$ cat config.mk
export PLATFORM = sky130hd
export DESIGN_NAME = hlva_ctrl
export DESIGN_NICKNAME = d
export VERILOG_FILES = /design/src/sv/hlva_pkg.sv /design/src/sv/hlva_ctrl.sv
export SDC_FILE = /design/constraint.sdc
export NUM_CORES = 1
export LEC_CHECK = 0
export BUFFER_PORTS_ARGS = -buffer_cell sky130_fd_sc_hd__buf_2
export CORE_AREA = 2 2 39 41
export CTS_BUF_LIST = sky130_fd_sc_hd__clkbuf_8
export CTS_CLUSTER_DIAMETER = 120
export CTS_CLUSTER_SIZE = 16
export DETAILED_ROUTE_END_ITERATION = 16
export DIE_AREA = 0 0 41 43
export PLACE_DENSITY = 0.9
export SYNTH_ARGS = -nofsm -noshare
export SYNTH_HDL_FRONTEND = slang
export SYNTH_SLANG_ARGS = --single-unit
$ cat constraint.sdc
create_clock -name i_clk -period 3.73 [get_ports i_clk]
set_clock_uncertainty 0.15 [all_clocks]
set_input_delay 0.373 -clock i_clk [delete_from_list [all_inputs] [get_ports i_clk]]
set_output_delay 0.373 -clock i_clk [all_outputs]
set_load 0.05 [all_outputs]
$ cat src/sv/hlva_pkg.sv
// Shared types, constants and the angle table function of the Hough line vote accumulator.
package hlva_pkg;

    localparam int THETA_BINS_DEF = 256;
    localparam int RHO_BINS_DEF   = 256;
    localparam int COORD_BITS_DEF = 10;
    localparam int VOTE_BITS_DEF  = 16;

    localparam int IN_COORD_W = 10;
    localparam int SCALE_W    = 24;
    localparam int OUT_DATA_W = 56;
    localparam int BG_OUT_W   = 19;

    localparam logic [SCALE_W-1:0] SCALE_RESET = 24'd5793;
    localparam longint unsigned PI_Q30 = 64'd3373259426;
    localparam longint unsigned Q30_ONE = 64'd1 << 30;

    localparam int AVG_FLOOR  = 6;
    localparam int BG_DEFAULT = 30;
    localparam logic [BG_OUT_W-1:0] BG_MAX = 19'h7FFFF;
    localparam logic [15:0] VOTES_OUT_MAX = 16'hFFFF;

    // Factorial steps of the Taylor series terms.
    localparam longint unsigned TAYLOR_COS_DIV [10] =
        '{64'd2, 64'd12, 64'd30, 64'd56, 64'd90, 64'd132, 64'd182, 64'd240, 64'd306, 64'd380};
    localparam longint unsigned TAYLOR_SIN_DIV [10] =
        '{64'd6, 64'd20, 64'd42, 64'd72, 64'd110, 64'd156, 64'd210, 64'd272, 64'd342, 64'd420};

    typedef enum logic [1:0] {
        OP_CLEAR  = 2'd0,
        OP_ADD    = 2'd1,
        OP_REMOVE = 2'd2,
        OP_PEAK   = 2'd3
    } t_hlva_op;

    typedef enum logic [3:0] {
        ST_INIT,
        ST_IDLE,
        ST_CLEAR,
        ST_VOTE,
        ST_DRAIN,
        ST_SCAN,
        ST_SCAN_TAIL,
        ST_DIV_INIT,
        ST_DIV,
        ST_BG,
        ST_DONE
    } t_hlva_state;

    typedef struct packed {
        logic load_in;
        logic cnt_clr;
        logic cnt_inc;
        logic wr_zero;
        logic vote_issue;
        logic vote_add;
        logic scan_read;
        logic scan_clr;
        logic div_start;
        logic div_step;
        logic bg_load;
        logic out_load;
        logic out_peak;
    } t_hlva_cmd;

    typedef struct packed {
        logic sweep_last;
        logic theta_last;
        logic pipe_busy;
        logic div_done;
    } t_hlva_sts;

    // Q1.14 cosine or sine magnitude of an angle given in Q30, from a ten term series.
    function automatic int hlva_trig_q14(longint unsigned ang, bit want_sin);
        longint unsigned a2;
        longint unsigned term;
        longint          acc;
        longint unsigned q;
        a2   = (ang * ang) >> 30;
        term = want_sin ? ang : Q30_ONE;
        acc  = 0;
        for (int n = 0; n < 10; n++) begin
            if (n % 2 == 1) begin
                acc = acc - longint'(term);
            end else begin
                acc = acc + longint'(term);
            end
            if (want_sin) begin
                term = ((term * a2) >> 30) / TAYLOR_SIN_DIV[n];
            end else begin
                term = ((term * a2) >> 30) / TAYLOR_COS_DIV[n];
            end
        end
        if (acc < 0) begin
            return 0;
        end
        q = (longint'(acc) + 64'd32768) >> 16;
        if (q > 64'd16384) begin
            q = 64'd16384;
        end
        return int'(q);
    endfunction

endpackage

$ cat src/sv/hlva_ctrl.sv
// Sequencer of the Hough line vote accumulator: runs sweeps, votes, the scan and the result handoff.
module hlva_ctrl
    import hlva_pkg::*;
(
    input  logic      i_clk,
    input  logic      i_rst_n,
    input  logic      i_in_valid,
    input  t_hlva_op  i_op,
    output logic      o_in_ready,
    output logic      o_out_valid,
    input  logic      i_out_ready,
    output t_hlva_cmd o_cmd,
    input  t_hlva_sts i_sts
);
    t_hlva_state r_state, n_state;
    t_hlva_op    r_op, n_op;
    logic        r_out_valid, n_out_valid;
    logic        accept;
    logic        out_free;

    assign accept   = i_in_valid && (r_state == ST_IDLE);
    assign out_free = !r_out_valid || i_out_ready;

    always_ff @(posedge i_clk) begin
        if (!i_rst_n) begin
            r_state     <= ST_INIT;
            r_op        <= OP_CLEAR;
            r_out_valid <= 1'b0;
        end else begin
            r_state     <= n_state;
            r_op        <= n_op;
            r_out_valid <= n_out_valid;
        end
    end

    always_comb begin
        n_state = r_state;
        n_op    = r_op;
        unique case (r_state)
            ST_INIT: begin
                if (i_sts.sweep_last) begin
                    n_state = ST_IDLE;
                end
            end
            ST_IDLE: begin
                if (accept) begin
                    n_op = i_op;
                    unique case (i_op)
                        OP_CLEAR:  n_state = ST_CLEAR;
                        OP_ADD:    n_state = ST_VOTE;
                        OP_REMOVE: n_state = ST_VOTE;
                        OP_PEAK:   n_state = ST_SCAN;
                        default:   n_state = ST_IDLE;
                    endcase
                end
            end
            ST_CLEAR: begin
                if (i_sts.sweep_last) begin
                    n_state = ST_DONE;
                end
            end
            ST_VOTE: begin
                if (i_sts.theta_last) begin
                    n_state = ST_DRAIN;
                end
            end
            ST_DRAIN: begin
                if (!i_sts.pipe_busy) begin
                    n_state = ST_DONE;
                end
            end
            ST_SCAN: begin
                if (i_sts.sweep_last) begin
                    n_state = ST_SCAN_TAIL;
                end
            end
            ST_SCAN_TAIL: n_state = ST_DIV_INIT;
            ST_DIV_INIT:  n_state = ST_DIV;
            ST_DIV: begin
                if (i_sts.div_done) begin
                    n_state = ST_BG;
                end
            end
            ST_BG: n_state = ST_DONE;
            ST_DONE: begin
                if (out_free) begin
                    n_state = ST_IDLE;
                end
            end
            default: n_state = ST_IDLE;
        endcase
    end

    always_comb begin
        o_cmd            = '0;
        o_cmd.load_in    = accept;
        o_cmd.vote_add   = (r_op == OP_ADD);
        o_cmd.out_peak   = (r_op == OP_PEAK);
        unique case (r_state)
            ST_INIT, ST_CLEAR: begin
                o_cmd.wr_zero = 1'b1;
                o_cmd.cnt_inc = 1'b1;
            end
            ST_IDLE: begin
                o_cmd.cnt_clr  = 1'b1;
                o_cmd.scan_clr = 1'b1;
            end
            ST_VOTE:     o_cmd.vote_issue = 1'b1;
            ST_SCAN: begin
                o_cmd.scan_read = 1'b1;
                o_cmd.cnt_inc   = 1'b1;
            end
            ST_DIV_INIT: o_cmd.div_start = 1'b1;
            ST_DIV:      o_cmd.div_step  = !i_sts.div_done;
            ST_BG:       o_cmd.bg_load   = 1'b1;
            ST_DONE:     o_cmd.out_load  = out_free;
            default: ;
        endcase
    end

    always_comb begin
        n_out_valid = r_out_valid;
        if (o_cmd.out_load) begin
            n_out_valid = 1'b1;
        end else if (i_out_ready) begin
            n_out_valid = 1'b0;
        end
    end

    assign o_in_ready  = (r_state == ST_IDLE);
    assign o_out_valid = r_out_valid;
endmodule

==> metrics.txt <==
DRC Markers 0; Placed Cells 117; first-pass GRT wire length 2220 um; Port Buffers 24; drt initial violations 11; post-synthesis register bit count 7; Lkg Pwr 0.359 nW; CP Capture Type primary output; Critical Path AT 1.92 ns; initial antenna violation count 0; DRT Wirelength 1370 um; latest clock arrival within the worst-skew pair 0.22 ns; Die Wd 41 um; row cnt 14; Fin Setup TNS 0 ns; Root Buffer clkbuf_8; Die ar. 0.00176 mm^2; syn_area_per_cell 7.49 um^2; Hold WS 0.279 ns; Post-DP Area 729 um^2; CTS clk-pin slew, worst paths 0.04 ns; register area share after synthesis 22.0%; Post-CTS Resized 0; crit-path max FO 15; Die H 43 um; Highest Clock Rate 409 MHz; CTS sink count 7; Max clock buf depth 2; Avg WL per Cell 11.3 um; Synth Instances 85; vias per cell 5.31; sequential power share 21.9%; Slew HR 62.8%; final setup fails 0; Synth top area share 22.0%; status completed; main flop type after synthesis dfxtp_1; nets 116; Antenna Cells 0; post-route minimum period 2.44 ns; number of flops mapped to enable cells by yosys 0; share of post-route cells with drive strength above 1 32.4%; switching power total 0.363 mW; vias in the first global route 559; RSZ-0062 raised after global routing false; IO Count 25; Core Area 0.00138 mm^2; Comb pwr share 62.8%; cell area after layout 774 um^2; ys async rst share 0%; synthesis-to-finish area growth 21.6%; dominant cell type by area after synthesis dfxtp_1; fillcell total 125; fin crit share 65.5%; Required @ worst endpoint 3.21 ns; Synth cell types 32; GPL Wtd Cong 0.786; largest cells by area after synthesis dfxtp_1 22%, nand2b_1 6.9%, nand2_1 6.5%; CTS buffer count 3; internal power 0.295 mW; sw frac 55.1%; largest net degree at the start of global routing 17; Crit Path Category reg2out; Final ANT Viol Nets 0; Detailed Place HPWL 1040 um; Post-CTS Setup Bufs 0; mapped cell area 637 um^2; hold_buf cts 0; GRT Total Usage 18.3%; Total Power 0.658 mW; Via Count 642; GRT overflow 0; Initial Util 46.0%; Final Non-Filler Cells 121; Hold WC Path Type in2reg; CTS tree yes; drt first pass iters 4; Post-Syn Nets 95; Slew Viols, Final 0; PD cells 849 mW/mm^2; Ys Warns 0; number of max-cap violations 0; VDD IR max 0.283 mV; Slew @ Worst Pin 0.553 ns; Fin. Hold Viols 0; Clock power frac 15.3%; crit path launch type flip-flop; H-tree level count 1
==> layer usage <==
metal / up-vias / GRT usage (%) / wire length (um)
li1: 333 / - / -
met1: 291 / 22.0 / 606
met5: - / 0 / 0
met3: 2 / 1.57 / 50
met4: 0 / 14.0 / 27
met2: 16 / 28.1 / 686
==> cell usage in the layout, fill, tap and decap left out, drive strengths merged, types with 2 or more instances in the layout <==
cell type,netlist,final
a21oi,5,5
buf,7,24
clkbuf,1,3
dfxtp,7,7
inv,2,3
mux2i,3,3
nand2,11,11
nand2b,7,7
nand3,2,2
nor2,11,11
nor2b,5,5
nor3,4,4
nor3b,2,2
o21ai,4,4
o22ai,2,2
==> synth_stat cells, types with 2 or more instances <==
| cell type | instances |
|---|---|
| nand2b_1 | 7 |
| nor3_1 | 4 |
| nand3_1 | 2 |
| nor2_1 | 10 |
| o21ai_0 | 3 |
| a21oi_1 | 5 |
| buf_4 | 4 |
| o22ai_1 | 2 |
| dfxtp_1 | 7 |
| mux2i_1 | 3 |
| nand2_1 | 11 |
| nor2b_1 | 5 |
| inv_1 | 2 |
| buf_2 | 2 |
==> power groups by stage <==
| stage | clock network [mW] | registers, mW | logic, mW |
|---|---|---|---|
| floorplan | 0 | 0.110 | 0.398 |
| global placement | 0 | 0.142 | 0.405 |
| detailed placement | 0 | 0.144 | 0.411 |
| CTS | 0.105 | 0.143 | 0.415 |
| global route | 0.109 | 0.152 | 0.446 |
| finish | 0.101 | 0.144 | 0.413 |
==> critical path, cell delays in order, from the launching register on <==
cell and delay [ns]:
dfxtp_1 0.56, nand2b_1 0.17, nor3_1 0.46, nand2_1 0.18, inv_1 0.08, buf_2 0.26
==> stage by stage <==
step                utilization [%]  setup WS, ns
floorplan                         -         0.833
finish                         56.0          1.29
global route                   56.0          1.07
CTS                            56.0          1.26
detailed placement             52.7          1.52
global placement               52.7          1.66
==> path summary, 6_finish.rpt <==
kind | endpoint | from | cells past startpoint | slack [ns]
worst max-delay path | o_cmd[12] | r_state[0]$_SDFFE_PN0P_ | 5 | 1.29
worst max register to register | r_state[3]$_SDFFE_PN0P_ | r_state[3]$_SDFFE_PN0P_ | 5 | 1.79
worst min-delay path | r_op[0]$_SDFFE_PN0P_ | i_op[0] | 3 | 0.28
worst min register to register | r_op[1]$_SDFFE_PN0P_ | r_op[1]$_SDFFE_PN0P_ | 2 | 0.33
==> cell families after synthesis <==
logic type	count (synthesis)	synth area share, %
AOI/OAI and AO/OA	18	24.4
muxes	3	4.72
and+or+nand+nor	47	40.3
buffers and inverters	10	8.64
DFF	7	22.0
==> area by class of cell <==
class | count | area, um^2 | area share, %
Clock buffer | 3 | 41.3 | 5.33
Inverter | 2 | 7.51 | 0.969
Tap cell | 16 | 20.0 | 2.58
Timing Repair Buffer | 24 | 120 | 15.5
Multi-Input combinational cell | 68 | 442 | 57.0
Clock inverter | 1 | 3.75 | 0.485
Sequential cell | 7 | 140 | 18.1
==> registers in the layout (all words and copies together) (netlist names) <==
register,cells
o_out_valid,1
r_state,4
r_op,2
(Power assumes the default switching activity.)
